## src/hw/rtl/assert_macros.svh

```systemverilog
// Assertion macros, included by the top-level RTL file.
`ifndef ASSERT_MACROS_SVH
`define ASSERT_MACROS_SVH
`ifndef ASSERT_OFF
// Check a condition at every clock edge outside reset.
`define ASSERT_ALWAYS(lbl, cond, msg) \
  lbl: assert property (@(posedge clk_i) disable iff (!rst_ni) (cond)) else $error(msg);
// Check that a trigger implies a consequence in the same cycle.
`define ASSERT_IMPLY(lbl, trig, cons, msg) \
  lbl: assert property (@(posedge clk_i) disable iff (!rst_ni) (trig) |-> (cons)) \
    else $error(msg);
`else
`define ASSERT_ALWAYS(lbl, cond, msg)
`define ASSERT_IMPLY(lbl, trig, cons, msg)
`endif
`endif

```

## src/hw/rtl/jsu_pkg.sv

```systemverilog
// Types, character codes and helper functions of the JSON string unescaper.
package jsu_pkg;

  typedef enum logic [2:0] {
    PH_TEXT = 3'd0,
    PH_ESC  = 3'd1,
    PH_HEX1 = 3'd2,
    PH_BSL  = 3'd3,
    PH_U    = 3'd4,
    PH_HEX2 = 3'd5
  } phase_e;

  typedef enum logic [3:0] {
    ST_BYTE     = 4'd0,
    ST_DONE     = 4'd1,
    ST_UNTERM   = 4'd2,
    ST_BAD_ESC  = 4'd3,
    ST_SHORT_U  = 4'd4,
    ST_BAD_HEX  = 4'd5,
    ST_MISS_LOW = 4'd6,
    ST_EXP_U    = 4'd7,
    ST_BAD_LOW  = 4'd8,
    ST_LONE_LOW = 4'd9,
    ST_CTRL     = 4'd10
  } status_e;

  localparam logic [7:0] CH_SPACE = 8'h20;
  localparam logic [7:0] CH_QUOTE = 8'h22;
  localparam logic [7:0] CH_SLASH = 8'h2F;
  localparam logic [7:0] CH_BSL   = 8'h5C;
  localparam logic [7:0] CH_0     = 8'h30;
  localparam logic [7:0] CH_9     = 8'h39;
  localparam logic [7:0] CH_UA    = 8'h41;
  localparam logic [7:0] CH_UF    = 8'h46;
  localparam logic [7:0] CH_LA    = 8'h61;
  localparam logic [7:0] CH_LF    = 8'h66;
  localparam logic [7:0] CH_B     = 8'h62;
  localparam logic [7:0] CH_F     = 8'h66;
  localparam logic [7:0] CH_N     = 8'h6E;
  localparam logic [7:0] CH_R     = 8'h72;
  localparam logic [7:0] CH_T     = 8'h74;
  localparam logic [7:0] CH_U     = 8'h75;

  localparam logic [7:0] CTL_BS = 8'h08;
  localparam logic [7:0] CTL_FF = 8'h0C;
  localparam logic [7:0] CTL_LF = 8'h0A;
  localparam logic [7:0] CTL_CR = 8'h0D;
  localparam logic [7:0] CTL_HT = 8'h09;

  // Top six bits of the high and low surrogate ranges
  localparam logic [5:0] SUR_HIGH = 6'b110110;
  localparam logic [5:0] SUR_LOW  = 6'b110111;

  localparam logic [20:0] SUPP_BASE = 21'h10000;

  // One decoded burst of up to four results
  typedef struct packed {
    logic [2:0]      count;
    logic [3:0][7:0] bytes;
    status_e         status;
  } burst_t;

  // {ok, value} of a hex digit
  function automatic logic [4:0] hex_digit(logic [7:0] b);
    logic [4:0] r;
    r = '0;
    if (b >= CH_0 && b <= CH_9) begin
      r = {1'b1, b[3:0]};
    end else if ((b >= CH_LA && b <= CH_LF) || (b >= CH_UA && b <= CH_UF)) begin
      r = {1'b1, b[3:0] + 4'd9};
    end
    return r;
  endfunction

  // {ok, decoded byte} of a short escape letter
  function automatic logic [8:0] short_escape(logic [7:0] b);
    logic [8:0] r;
    unique case (b)
      CH_QUOTE: r = {1'b1, CH_QUOTE};
      CH_BSL:   r = {1'b1, CH_BSL};
      CH_SLASH: r = {1'b1, CH_SLASH};
      CH_B:     r = {1'b1, CTL_BS};
      CH_F:     r = {1'b1, CTL_FF};
      CH_N:     r = {1'b1, CTL_LF};
      CH_R:     r = {1'b1, CTL_CR};
      CH_T:     r = {1'b1, CTL_HT};
      default:  r = '0;
    endcase
    return r;
  endfunction

endpackage

```

## src/hw/rtl/jsu_decode.sv

```systemverilog
// Escape decoder: parse state and the combinational step that forms one burst.
module jsu_decode (
  input  logic             clk_i,
  input  logic             rst_ni,
  input  logic             step_i,
  input  logic [7:0]       byte_i,
  input  logic             end_i,
  output jsu_pkg::burst_t  burst_o
);

  jsu_pkg::phase_e phase_q, phase_d;
  logic [11:0]     accum_q, accum_d;
  logic [1:0]      count_q, count_d;
  logic [9:0]      high_q, high_d;
  logic            err_q, err_d;

  logic [4:0]      hex;
  logic [8:0]      esc;
  logic [15:0]     hex_word;
  logic [20:0]     pair_code;
  logic [20:0]     code;
  logic            emit;
  logic            fail;
  jsu_pkg::status_e fail_st;

  assign hex       = jsu_pkg::hex_digit(byte_i);
  assign esc       = jsu_pkg::short_escape(byte_i);
  assign hex_word  = {accum_q, hex[3:0]};
  assign pair_code = jsu_pkg::SUPP_BASE + {1'b0, high_q, hex_word[9:0]};

  always_comb begin
    phase_d = phase_q;
    accum_d = accum_q;
    count_d = count_q;
    high_d  = high_q;
    err_d   = err_q;
    burst_o = '0;
    burst_o.status = jsu_pkg::ST_BYTE;
    emit    = 1'b0;
    code    = '0;
    fail    = 1'b0;
    fail_st = jsu_pkg::ST_BYTE;

    if (end_i) begin
      if (!err_q) begin
        burst_o.count = 3'd1;
        unique case (phase_q)
          jsu_pkg::PH_TEXT: burst_o.status = jsu_pkg::ST_DONE;
          jsu_pkg::PH_ESC:  burst_o.status = jsu_pkg::ST_UNTERM;
          jsu_pkg::PH_HEX1: burst_o.status = jsu_pkg::ST_SHORT_U;
          default:          burst_o.status = jsu_pkg::ST_MISS_LOW;
        endcase
      end
      phase_d = jsu_pkg::PH_TEXT;
      accum_d = '0;
      count_d = '0;
      high_d  = '0;
      err_d   = 1'b0;
    end else if (!err_q) begin
      unique case (phase_q)
        jsu_pkg::PH_TEXT: begin
          if (byte_i < jsu_pkg::CH_SPACE) begin
            fail    = 1'b1;
            fail_st = jsu_pkg::ST_CTRL;
          end else if (byte_i == jsu_pkg::CH_BSL) begin
            phase_d = jsu_pkg::PH_ESC;
          end else begin
            burst_o.count    = 3'd1;
            burst_o.bytes[0] = byte_i;
          end
        end
        jsu_pkg::PH_ESC: begin
          if (esc[8]) begin
            phase_d          = jsu_pkg::PH_TEXT;
            burst_o.count    = 3'd1;
            burst_o.bytes[0] = esc[7:0];
          end else if (byte_i == jsu_pkg::CH_U) begin
            phase_d = jsu_pkg::PH_HEX1;
            accum_d = '0;
            count_d = '0;
          end else begin
            fail    = 1'b1;
            fail_st = jsu_pkg::ST_BAD_ESC;
          end
        end
        jsu_pkg::PH_HEX1, jsu_pkg::PH_HEX2: begin
          if (!hex[4]) begin
            fail    = 1'b1;
            fail_st = jsu_pkg::ST_BAD_HEX;
          end else if (count_q != 2'd3) begin
            accum_d = hex_word[11:0];
            count_d = count_q + 2'd1;
          end else begin
            accum_d = '0;
            count_d = '0;
            if (phase_q == jsu_pkg::PH_HEX1) begin
              if (hex_word[15:10] == jsu_pkg::SUR_HIGH) begin
                high_d  = hex_word[9:0];
                phase_d = jsu_pkg::PH_BSL;
              end else if (hex_word[15:10] == jsu_pkg::SUR_LOW) begin
                fail    = 1'b1;
                fail_st = jsu_pkg::ST_LONE_LOW;
              end else begin
                phase_d = jsu_pkg::PH_TEXT;
                emit    = 1'b1;
                code    = {5'd0, hex_word};
              end
            end else if (hex_word[15:10] != jsu_pkg::SUR_LOW) begin
              fail    = 1'b1;
              fail_st = jsu_pkg::ST_BAD_LOW;
            end else begin
              phase_d = jsu_pkg::PH_TEXT;
              emit    = 1'b1;
              code    = pair_code;
            end
          end
        end
        jsu_pkg::PH_BSL: begin
          if (byte_i != jsu_pkg::CH_BSL) begin
            fail    = 1'b1;
            fail_st = jsu_pkg::ST_EXP_U;
          end else begin
            phase_d = jsu_pkg::PH_U;
          end
        end
        jsu_pkg::PH_U: begin
          if (byte_i != jsu_pkg::CH_U) begin
            fail    = 1'b1;
            fail_st = jsu_pkg::ST_EXP_U;
          end else begin
            phase_d = jsu_pkg::PH_HEX2;
            accum_d = '0;
            count_d = '0;
          end
        end
        default: begin
          phase_d = jsu_pkg::PH_TEXT;
          accum_d = '0;
          count_d = '0;
          high_d  = '0;
          err_d   = 1'b0;
        end
      endcase
    end

    if (fail) begin
      err_d          = 1'b1;
      phase_d        = jsu_pkg::PH_TEXT;
      accum_d        = '0;
      count_d        = '0;
      burst_o.count  = 3'd1;
      burst_o.status = fail_st;
    end

    // UTF-8 encode, lead byte first
    if (emit) begin
      priority if (code < 21'h80) begin
        burst_o.count    = 3'd1;
        burst_o.bytes[0] = code[7:0];
      end else if (code < 21'h800) begin
        burst_o.count    = 3'd2;
        burst_o.bytes[0] = {3'b110, code[10:6]};
        burst_o.bytes[1] = {2'b10, code[5:0]};
      end else if (code < jsu_pkg::SUPP_BASE) begin
        burst_o.count    = 3'd3;
        burst_o.bytes[0] = {4'b1110, code[15:12]};
        burst_o.bytes[1] = {2'b10, code[11:6]};
        burst_o.bytes[2] = {2'b10, code[5:0]};
      end else begin
        burst_o.count    = 3'd4;
        burst_o.bytes[0] = {5'b11110, code[20:18]};
        burst_o.bytes[1] = {2'b10, code[17:12]};
        burst_o.bytes[2] = {2'b10, code[11:6]};
        burst_o.bytes[3] = {2'b10, code[5:0]};
      end
    end
  end

  always_ff @(posedge clk_i or negedge rst_ni) begin
    if (!rst_ni) begin
      phase_q <= jsu_pkg::PH_TEXT;
      accum_q <= '0;
      count_q <= '0;
      high_q  <= '0;
      err_q   <= 1'b0;
    end else if (step_i) begin
      phase_q <= phase_d;
      accum_q <= accum_d;
      count_q <= count_d;
      high_q  <= high_d;
      err_q   <= err_d;
    end
  end

endmodule

```

## src/hw/rtl/jsu_burst.sv

```systemverilog
// Result register: holds one burst and hands its bytes out one item at a time.
module jsu_burst (
  input  logic            clk_i,
  input  logic            rst_ni,
  input  logic            load_i,
  input  jsu_pkg::burst_t burst_i,
  output logic            free_o,
  output logic            out_valid_o,
  input  logic            out_ready_i,
  output logic [7:0]      out_byte_o,
  output logic            run_last_o,
  output logic [3:0]      status_o
);

  logic             valid_q;
  logic [3:0][7:0]  bytes_q;
  jsu_pkg::status_e status_q;
  logic [1:0]       last_idx_q;
  logic [1:0]       idx_q;
  logic [2:0]       last_idx_full;
  logic             at_last;
  logic             out_fire;

  assign at_last       = (idx_q == last_idx_q);
  assign out_fire      = valid_q && out_ready_i;
  assign free_o        = !valid_q || (out_ready_i && at_last);
  assign last_idx_full = burst_i.count - 3'd1;

  assign out_valid_o = valid_q;
  assign out_byte_o  = bytes_q[idx_q];
  assign run_last_o  = at_last;
  assign status_o    = status_q;

  always_ff @(posedge clk_i or negedge rst_ni) begin
    if (!rst_ni) begin
      valid_q    <= 1'b0;
      idx_q      <= '0;
      last_idx_q <= '0;
    end else if (load_i) begin
      valid_q    <= 1'b1;
      idx_q      <= '0;
      last_idx_q <= last_idx_full[1:0];
    end else if (out_fire) begin
      // drop the burst after its last byte, else advance
      if (at_last) begin
        valid_q <= 1'b0;
      end else begin
        idx_q <= idx_q + 2'd1;
      end
    end
  end

  always_ff @(posedge clk_i) begin
    if (load_i) begin
      bytes_q  <= burst_i.bytes;
      status_q <= burst_i.status;
    end
  end

endmodule

```

## src/hw/rtl/json_string_unescape_utf8.sv

```systemverilog
// JSON string unescaper to UTF-8: input register, decoder and result register.
// Latency: an item lands in the input register at its accepting edge; its first result is
// offered from the next edge on, later only while the result register still holds a burst.
// Throughput: one item per cycle while the result register can take its burst; the result
// register hands a burst of n results out one byte per cycle while out_ready_i is high.
// Reset: asynchronous, active low; parse state returns to text, no item is held.
`include "assert_macros.svh"
module json_string_unescape_utf8 (
  input  logic       clk_i,
  input  logic       rst_ni,
  input  logic       in_valid_i,
  output logic       in_ready_o,
  input  logic [7:0] in_byte_i,
  input  logic       is_end_i,
  output logic       out_valid_o,
  input  logic       out_ready_i,
  output logic [7:0] out_byte_o,
  output logic       run_last_o,
  output logic [3:0] status_o
);

  logic            inq_valid_q;
  logic [7:0]      inq_byte_q;
  logic            inq_end_q;
  jsu_pkg::burst_t burst;
  logic            burst_free;
  logic            consume;
  logic            load;

  // an item with no result never waits for the result register
  assign consume    = inq_valid_q && ((burst.count == 3'd0) || burst_free);
  assign load       = consume && (burst.count != 3'd0);
  assign in_ready_o = !inq_valid_q || consume;

  always_ff @(posedge clk_i or negedge rst_ni) begin
    if (!rst_ni) begin
      inq_valid_q <= 1'b0;
    end else if (in_ready_o) begin
      inq_valid_q <= in_valid_i;
    end
  end

  always_ff @(posedge clk_i) begin
    if (in_ready_o && in_valid_i) begin
      inq_byte_q <= in_byte_i;
      inq_end_q  <= is_end_i;
    end
  end

  jsu_decode u_decode (
    .clk_i   (clk_i),
    .rst_ni  (rst_ni),
    .step_i  (consume),
    .byte_i  (inq_byte_q),
    .end_i   (inq_end_q),
    .burst_o (burst)
  );

  jsu_burst u_burst (
    .clk_i       (clk_i),
    .rst_ni      (rst_ni),
    .load_i      (load),
    .burst_i     (burst),
    .free_o      (burst_free),
    .out_valid_o (out_valid_o),
    .out_ready_i (out_ready_i),
    .out_byte_o  (out_byte_o),
    .run_last_o  (run_last_o),
    .status_o    (status_o)
  );

  `ASSERT_IMPLY(a_load_free, load, burst_free, "burst loaded over a pending result")
  `ASSERT_IMPLY(a_stall_held, !in_ready_o, inq_valid_q, "input stalled with empty register")
  `ASSERT_IMPLY(a_err_single, out_valid_o && (status_o != jsu_pkg::ST_BYTE),
                run_last_o && (out_byte_o == 8'd0), "status result not a lone zero item")
  `ASSERT_ALWAYS(a_burst_len, burst.count <= 3'd4, "burst longer than four bytes")

endmodule

```

## config.mk

```make
export PLATFORM = sky130hd
export DESIGN_NAME = json_string_unescape_utf8
export DESIGN_NICKNAME = d
export VERILOG_FILES = /design/src/hw/rtl/jsu_pkg.sv /design/src/hw/rtl/jsu_decode.sv /design/src/hw/rtl/jsu_burst.sv /design/src/hw/rtl/json_string_unescape_utf8.sv
export VERILOG_INCLUDE_DIRS = /design/src /design/src/hw/rtl
export SDC_FILE = /design/constraint.sdc
export NUM_CORES = 1
export LEC_CHECK = 0
export BUFFER_PORTS_ARGS = -buffer_cell sky130_fd_sc_hd__buf_4
export CORE_MARGIN = 5
export CORE_UTILIZATION = 30
export CTS_CLUSTER_DIAMETER = 40
export DETAILED_ROUTE_END_ITERATION = 12
export PLACE_DENSITY = 0.42
export SYNTH_ARGS = -nofsm -noshare
export SYNTH_HDL_FRONTEND = slang
export SYNTH_HIERARCHICAL = 1
export SYNTH_SLANG_ARGS = --single-unit
```

## constraint.sdc

```tcl
create_clock -name clk_i -period 9.9 [get_ports clk_i]
set_input_delay 1.485 -clock clk_i [delete_from_list [all_inputs] [get_ports clk_i]]
set_output_delay 1.485 -clock clk_i [all_outputs]
set_load 0.01 [all_outputs]
```

==> summary.md, run 1 <==
| Metric | Value |
|---|---|
| Outcome | `finished, final reports clean` |
| Wirelength, routed | `14,050 um` |
| Final setup vio count | `0` |
| # rows | `46` |
| Syn Area/Cell | `10.11 um2` |
| Initial antenna violation count | `0` |
| Reg2Reg Depth | `14` |
| Commonest non-fill, non-tap cells in the layout | `nand2_1, edfxtp_1, nor2_1` |
| Core footprint | `0.01594 mm2` |
| Hold buffers post-CTS | `0` |
| Maxcap violations | `0` |
| Routed length per instance | `19.60 um` |
| Antenna Cells | `0` |
| I/O pins | `28` |
| Maximum vdd drop | `102.8 uV` |
| Pins over their slew limit | `0` |
| Global-route wire length before repair | `21,980 um` |
| H-Tree Depth | `3` |
| DRT antenna net count | `0` |
| Post-CTS sizing | `0` |
| Netlist Area Pre-Place | `0.004903 mm2` |
| Post-layout min period | `5525 ps` |
| Drt pass-1 iters | `5` |
| Clock slew seen by the registers of the worst setup and hold paths | `60 ps` |
| Slew Limit Headroom | `14.31%` |
| Worst Hold Depth | `2` |
| Setup Buffers After CTS | `0` |
| Total Routing Usage GR | `15.31%` |
| FFs w/ async S/R, synth | `43.04%` |
| Worst EP arrival | `5760 ps` |
| Worst slack at placement | `4472 ps` |
| Pwr Density | `220.4 mW/mm2` |
| Lkg Pwr | `2.033 nW` |
| Post-synthesis sequential area ratio | `44.91%` |
| Worst Skew | `5.464 ps` |
| RSZ-0062 raised after global routing | `no` |
| Crit. End Element | `flop` |
| Detail Placement HPWL | `10,420 um` |
| Pin count of the biggest net entering global routing | `44` |
| Netlist cell types | `85` |
| Full die area | `0.01900 mm2` |
| Setup TNS | `0 ps` |
| Worst slew pin tran | `1272 ps` |
| P&R area growth vs syn | `11.97%` |
| Initial core utilization | `30.76%` |
| Mapped Cells | `485` |
| Synth area leaders | `edfxtp_1, dfrtp_1, o21ai_0` |
| CP Max Fanout | `23` |
| CTS Sinks | `79` |
| Post-synth top area share | `27.56%` |
| Most common cell after layout, fill and taps aside | `nand2_1` |
| DRC Markers | `0` |
| Vias in the first global route | `3,815` |
| GRT Residual Overflow | `0` |
| Via Count | `3,964` |
| Final-stage net count | `516` |
| Final WS setup | `4375 ps` |
| Share of layout cells above drive strength 1 | `15.77%` |
| CTS root buf | `clkbuf_16` |
| Biggest area consumer among synthesized cells | `edfxtp_1` |
| Main flop type after synthesis | `edfxtp_1` |
| Worst setup SP type | `flop` |
| Fin. Hold Viols | `0` |
| Required time of the worst setup path | `10,130 ps` |
| FF+latch count, synth | `79` |
| Kind of critical path | `flop to flop` |
| RePlAce Congestion | `0.8704` |
| Number of CTS-inserted buffers | `9` |
| Fmax | `181.0 MHz` |
| Port Buffers | `27` |
| Post-synth EDFFs | `45` |
| Die width | `137.8 um` |
| Die H | `137.8 um` |
| CTS tree | `built` |
| Tcrit/Tclk final | `55.81%` |
| Max Root-Sink Buffers | `2` |
| Type of the most critical hold path | `flop to flop` |
| Via density | `5.529` |
| Clk_lat worst skew | `340 ps` |
| DR iter-0 viols | `413` |
| Synth warn | `6` |
-- per-layer routing --
| layer | track usage [%] | part of all wire [%] | vias to the layer above |
|---|---|---|---|
| li1 | - | - | 1864 |
| met1 | 21.70 | 48 | 1948 |
| met2 | 23.70 | 45 | 135 |
| met3 | 3.068 | 5.3 | 17 |
| met4 | 4.446 | 1.6 | 0 |
| met5 | 0 | 0 | - |
-- sequential cells by signal (all words and copies together) (netlist names), 2 cells and up --
register,count
u_burst/status_o,4
u_decode/phase_q,3
u_burst/bytes_q,32
inq_byte_q,8
u_burst/idx_q,2
u_decode/count_q,2
u_decode/high_q,10
u_decode/accum_q,12
u_burst/last_idx_q,2
-- cells in the mapped netlist (6+ instances only) --
cell type / instances
and3_1: 6
o31ai_1: 17
mux4_2: 7
nand2_1: 46
buf_2: 6
ha_1: 7
edfxtp_1: 45
nor2_1: 40
a21oi_1: 26
nor3_1: 14
or3_1: 8
nand4_1: 6
nand3_1: 8
nor2b_1: 7
dfrtp_1: 34
inv_1: 19
clkbuf_1: 14
o21ai_0: 40
-- logic make-up (layout without fill, tap and decap cells) --
group,Yosys count,in the layout,synth area share (%)
xor gates and xnor gates,6,6,1.225
buffers and inverters,51,65,5.078
AOI/OAI and AO/OA,147,147,21.56
adders and majority gates,7,7,1.786
DFF,79,79,44.91
and+or+nand+nor,177,177,19.65
muxes,17,17,5.716
other,1,3,0.07648
-- worst max-delay path: stages (launching register included) --
cell	delay, ps
edfxtp_1	500
inv_1	150
ha_1	240
o21bai_1	120
a2111oi_4	750
o2111a_2	380
nand3_2	380
inv_2	370
nor2_1	140
or3_4	410
a21boi_1	450
o21ai_0	590
inv_1	200
or2b_2	430
mux2_2	300
-- stage by stage --
step                      instance area [um2]  hold WS, ps  total power (W)  utilization, %  cells
after detailed placement                 5226        470.2        0.0009242           32.78    701
after global routing                     5490        527.1         0.001283           34.44    717
final                                    5490        486.0         0.001210           34.44    717
after CTS                                5490        484.7         0.001231           34.44    717
after global placement                   5226        470.8        0.0009209           32.78    701
after floorplan                          4911        440.8        0.0007717               -    487
-- worst paths after layout --
| check | slack [ps] | from | end |
|---|---|---|---|
| setup / recovery | 4380 | inq_byte_q[0] | u_decode/count_q[1] |
| setup reg to reg | 4380 | inq_byte_q[0] | u_decode/count_q[1] |
| max in group asynchronous | 8450 | rst_ni | u_burst/out_valid_o |
| hold reg to reg | 490 | u_decode/high_q[3] | u_decode/high_q[3] |
| hold / removal | 490 | u_decode/high_q[3] | u_decode/high_q[3] |
| min in group asynchronous | 1100 | rst_ni | u_decode/accum_q[5] |
-- cell type report --
cell class / count / area (um2)
Multi-Input combinational cell: 357 / 2461
Sequential cell: 79 / 2202
Clock buffer: 9 / 225.2
Tap cell: 216 / 270.3
Timing Repair Buffer: 29 / 217.7
Clock inverter: 7 / 38.79
Inverter: 20 / 75.07
Fill cell: 1653 / 10450
-- report_power, final --
group          leakage (nW)  switching (W)  total [W]  internal (W)
Sequential            0.902      0.0000629   0.000519      0.000456
Clock                 0.130       0.000134   0.000301      0.000167
Combinational          1.00       0.000222   0.000390      0.000168
Total                  2.03       0.000418    0.00121      0.000792
Power figures use the tool's default switching activity.
==> run 2: changes to the inputs <==
--- a/config.mk
+++ b/config.mk
@@ -11,7 +11,7 @@
 export CORE_UTILIZATION = 30
 export CTS_CLUSTER_DIAMETER = 40
 export DETAILED_ROUTE_END_ITERATION = 12
-export PLACE_DENSITY = 0.42
+export PLACE_DENSITY = 0.44
 export SYNTH_ARGS = -nofsm -noshare
 export SYNTH_HDL_FRONTEND = slang
 export SYNTH_HIERARCHICAL = 1
==> constraint.sdc (replaced) <==
create_clock -name clk_i -period 4.7 [get_ports clk_i]
set_input_delay 0.705 -clock clk_i [delete_from_list [all_inputs] [get_ports clk_i]]
set_output_delay 0.705 -clock clk_i [all_outputs]
set_load 0.01 [all_outputs]
==> summary.md, run 2 (synthesized netlist as in run 1, its figures left out) <==
| Metric | Value |
|---|---|
| Multi-input logic area | `0.002461 mm2 (unchanged)` |
| Clock network fraction of total power | `24.8% (was 24.9%)` |
| Slowest CP cell | `a2111oi_4 (unchanged)` |
| Pin count of the biggest net entering global routing | `35 (was 44)` |
| DR iter-0 viols | `351 (was 413)` |
| Kind of critical path | `flop to flop (unchanged)` |
| Total Routing Usage GR | `15.47% (was 15.31%)` |
| Core footprint | `0.01594 mm2 (unchanged)` |
| Met2 wire length | `6094 um (was 6324 um)` |
| Type of the most critical hold path | `input pin to asynchronous set/reset pin (was flop to flop)` |
| Crit-path cells | `inv_1 -> ha_1 -> o21bai_1 -> a2111oi_4 -> nor3_1 -> or2_4 -> or2_2 -> nand2_1 -> a21oi_1 -> or3_4 -> a21boi_1 -> o21ai_0 -> inv_1 -> or2b_2 -> mux2_2 (was inv_1 -> ha_1 -> o21bai_1 -> a2111oi_4 -> o2111a_2 -> nand3_2 -> inv_2 -> nor2_1 -> or3_4 -> a21boi_1 -> o21ai_0 -> inv_1 -> or2b_2 -> mux2_2)` |
| Fillers | `1,641 (was 1,653)` |
| Fin. Hold Viols | `0 (unchanged)` |
| Clock slew seen by the registers of the worst setup and hold paths | `60 ps (about the same)` |
| Final-stage net count | `535 (was 516)` |
| Fmax | `227.9 MHz (was 181.0 MHz)` |
| Hold buffers post-CTS | `0 (unchanged)` |
| CP dominant cell by count | `inv_1 (unchanged)` |
| Vias in the first global route | `3,913 (was 3,815)` |
| # rows | `46 (unchanged)` |
| Setup TNS | `0 ps (unchanged)` |
| Setup Buffers After CTS | `0 (unchanged)` |
| Max Root-Sink Buffers | `2 (unchanged)` |
| Finished Layout Cells | `736 (was 717)` |
| Initial antenna violation count | `0 (unchanged)` |
| Outcome | `finished, final reports clean (unchanged)` |
| Biggest regs | `u_burst/bytes_q: 32 flops, u_decode/accum_q: 12 flops, u_decode/high_q: 10 flops (unchanged)` |
| Cell internal pwr | `0.001711 W (was 0.0007916 W)` |
| Wirelength, routed | `13,820 um (was 14,050 um)` |
| Worst Skew | `8.550 ps (was 5.464 ps)` |
| Commonest non-fill, non-tap cells in the layout | `buf_4, nand2_1, edfxtp_1 (was nand2_1, edfxtp_1, nor2_1)` |
| Share of layout cells above drive strength 1 | `18.65% (was 15.77%)` |
| Worst EP arrival | `4620 ps (was 5760 ps)` |
| WL met1 | `6568 um (was 6757 um)` |
| Worst setup SP type | `flop (unchanged)` |
| Lkg Pwr | `2.127 nW (was 2.033 nW)` |
| Most common cell after layout, fill and taps aside | `buf_4 (was nand2_1)` |
| Slew Limit Headroom | `34.74% (was 14.31%)` |
| Number of CTS-inserted buffers | `9 (unchanged)` |
| P&R area growth vs syn | `14.95% (was 11.97%)` |
| Pwr Density | `458.6 mW/mm2 (was 220.4 mW/mm2)` |
| Post-CTS sizing | `0 (unchanged)` |
| CTS tree | `built (unchanged)` |
| Crit. End Element | `flop (unchanged)` |
| Worst slew pin tran | `968.6 ps (was 1272 ps)` |
| Tcrit/Tclk final | `93.38% (was 55.81%)` |
| Post-layout min period | `4389 ps (was 5525 ps)` |
| DRT antenna net count | `0 (unchanged)` |
| Pins over their slew limit | `0 (unchanged)` |
| Required time of the worst setup path | `4930 ps (was 10,130 ps)` |
| Metal3 WL | `647 um (was 740 um)` |
| CP Max Fanout | `13 (was 23)` |
| Via Count | `3,937 (was 3,964)` |
| Top layer in use | `met4 (unchanged)` |
| Comb pwr share | `34.0% (was 32.3%)` |
| Port Buffers | `27 (unchanged)` |
| Top reg by flops | `u_burst/bytes_q (unchanged)` |
| I/O pins | `28 (unchanged)` |
| Die width | `137.8 um (unchanged)` |
| Switching share of power | `33.79% (was 34.57%)` |
| Maxcap violations | `0 (unchanged)` |
| Die H | `137.8 um (unchanged)` |
| Sequential power share | `41.2% (was 42.9%)` |
| GRT Residual Overflow | `0 (unchanged)` |
| H-Tree Depth | `3 (unchanged)` |
| Full die area | `0.01900 mm2 (unchanged)` |
| Via density | `5.349 (was 5.529)` |
| Maximum vdd drop | `329.7 uV (was 102.8 uV)` |
| Initial core utilization | `30.76% (unchanged)` |
| CTS root buf | `clkbuf_16 (unchanged)` |
| RePlAce Congestion | `0.9064 (was 0.8704)` |
| Slowest stage delay, CP | `610 ps (was 750 ps)` |
| Drt pass-1 iters | `6 (was 5)` |
| Routed length per instance | `18.77 um (was 19.60 um)` |
| Placed insts | `720 (was 701)` |
| Final setup vio count | `0 (unchanged)` |
| RSZ-0062 raised after global routing | `no (unchanged)` |
| DRC Markers | `0 (unchanged)` |
| Largest register FFs | `32 (unchanged)` |
| CTS Sinks | `79 (unchanged)` |
| FF+latch area | `0.002202 mm2 (unchanged)` |
| Detail Placement HPWL | `10,550 um (was 10,420 um)` |
| NetSw | `0.0008736 W (was 0.0004182 W)` |
| Clk_lat worst skew | `350 ps (was 340 ps)` |
| Global-route wire length before repair | `22,140 um (was 21,980 um)` |
| Antenna Cells | `0 (unchanged)` |
==> run 2: layout make-up <==
cell class,instances,area share (%)
multi-input cells,357,43.66
flip-flops and latches,79,39.07
repair buffers,48,6.393
well taps,216,4.795
clock buffers,12,4.373
inverters,20,1.332
clock inverters,4,0.3774
==> run 2: stage by stage <==
step / power (W) / worst slack (ps) / hold WS (ps) / instance area (um2) / util [%]
after floorplan: 0.001625 / 341.9 / 409.4 / 4911 / -
after global placement: 0.001972 / 432.9 / 462.4 / 5369 / 33.68
after detailed placement: 0.001976 / 353.7 / 467.8 / 5369 / 33.68
after CTS: 0.002621 / 351.6 / 347.1 / 5637 / 35.36
after global routing: 0.002749 / 91.76 / 369.4 / 5637 / 35.36
final: 0.002585 / 311.3 / 331.0 / 5637 / 35.36
==> run 2: power groups by stage <==
stage	registers, W	clock network, W	logic (W)
finish	0.00107	0.000640	0.000879
global route	0.00109	0.000690	0.000968
CTS	0.00107	0.000657	0.000891
detailed placement	0.00109	0	0.000890
global placement	0.00108	0	0.000893
floorplan	0.00104	0	0.000588
==> run 2: metal layers <==
metal  track usage, %  vias to the layer above
li1                 -                     1899
met1            21.46                     1890
met2            22.83                      117
met3            3.104                       31
met4            7.849                        0
met5                0                        -
==> run 2: path summary, 6_finish.rpt <==
kind	cells past startpoint	startpoint	to	slack, ps
worst max-delay path	15	inq_byte_q[0]	u_decode/count_q[1]	310
worst min-delay path	1	rst_ni	u_decode/high_q[6]	330
worst max register to register	15	inq_byte_q[0]	u_decode/count_q[1]	310
worst min register to register	2	u_decode/high_q[2]	u_decode/high_q[2]	480
max in group asynchronous	1	rst_ni	u_decode/accum_q[10]	4020
min in group clk_i	2	u_decode/high_q[2]	u_decode/high_q[2]	480
==> run 2: worst max-delay path, delay by kind of cell, from the launching register on <==
family          cells  cell delay (ps)
compound gates      5             1330
fa+ha+maj           1              240
buf+inv             2              250
flops               1              480
mux                 1              310
simple gates        6             1650
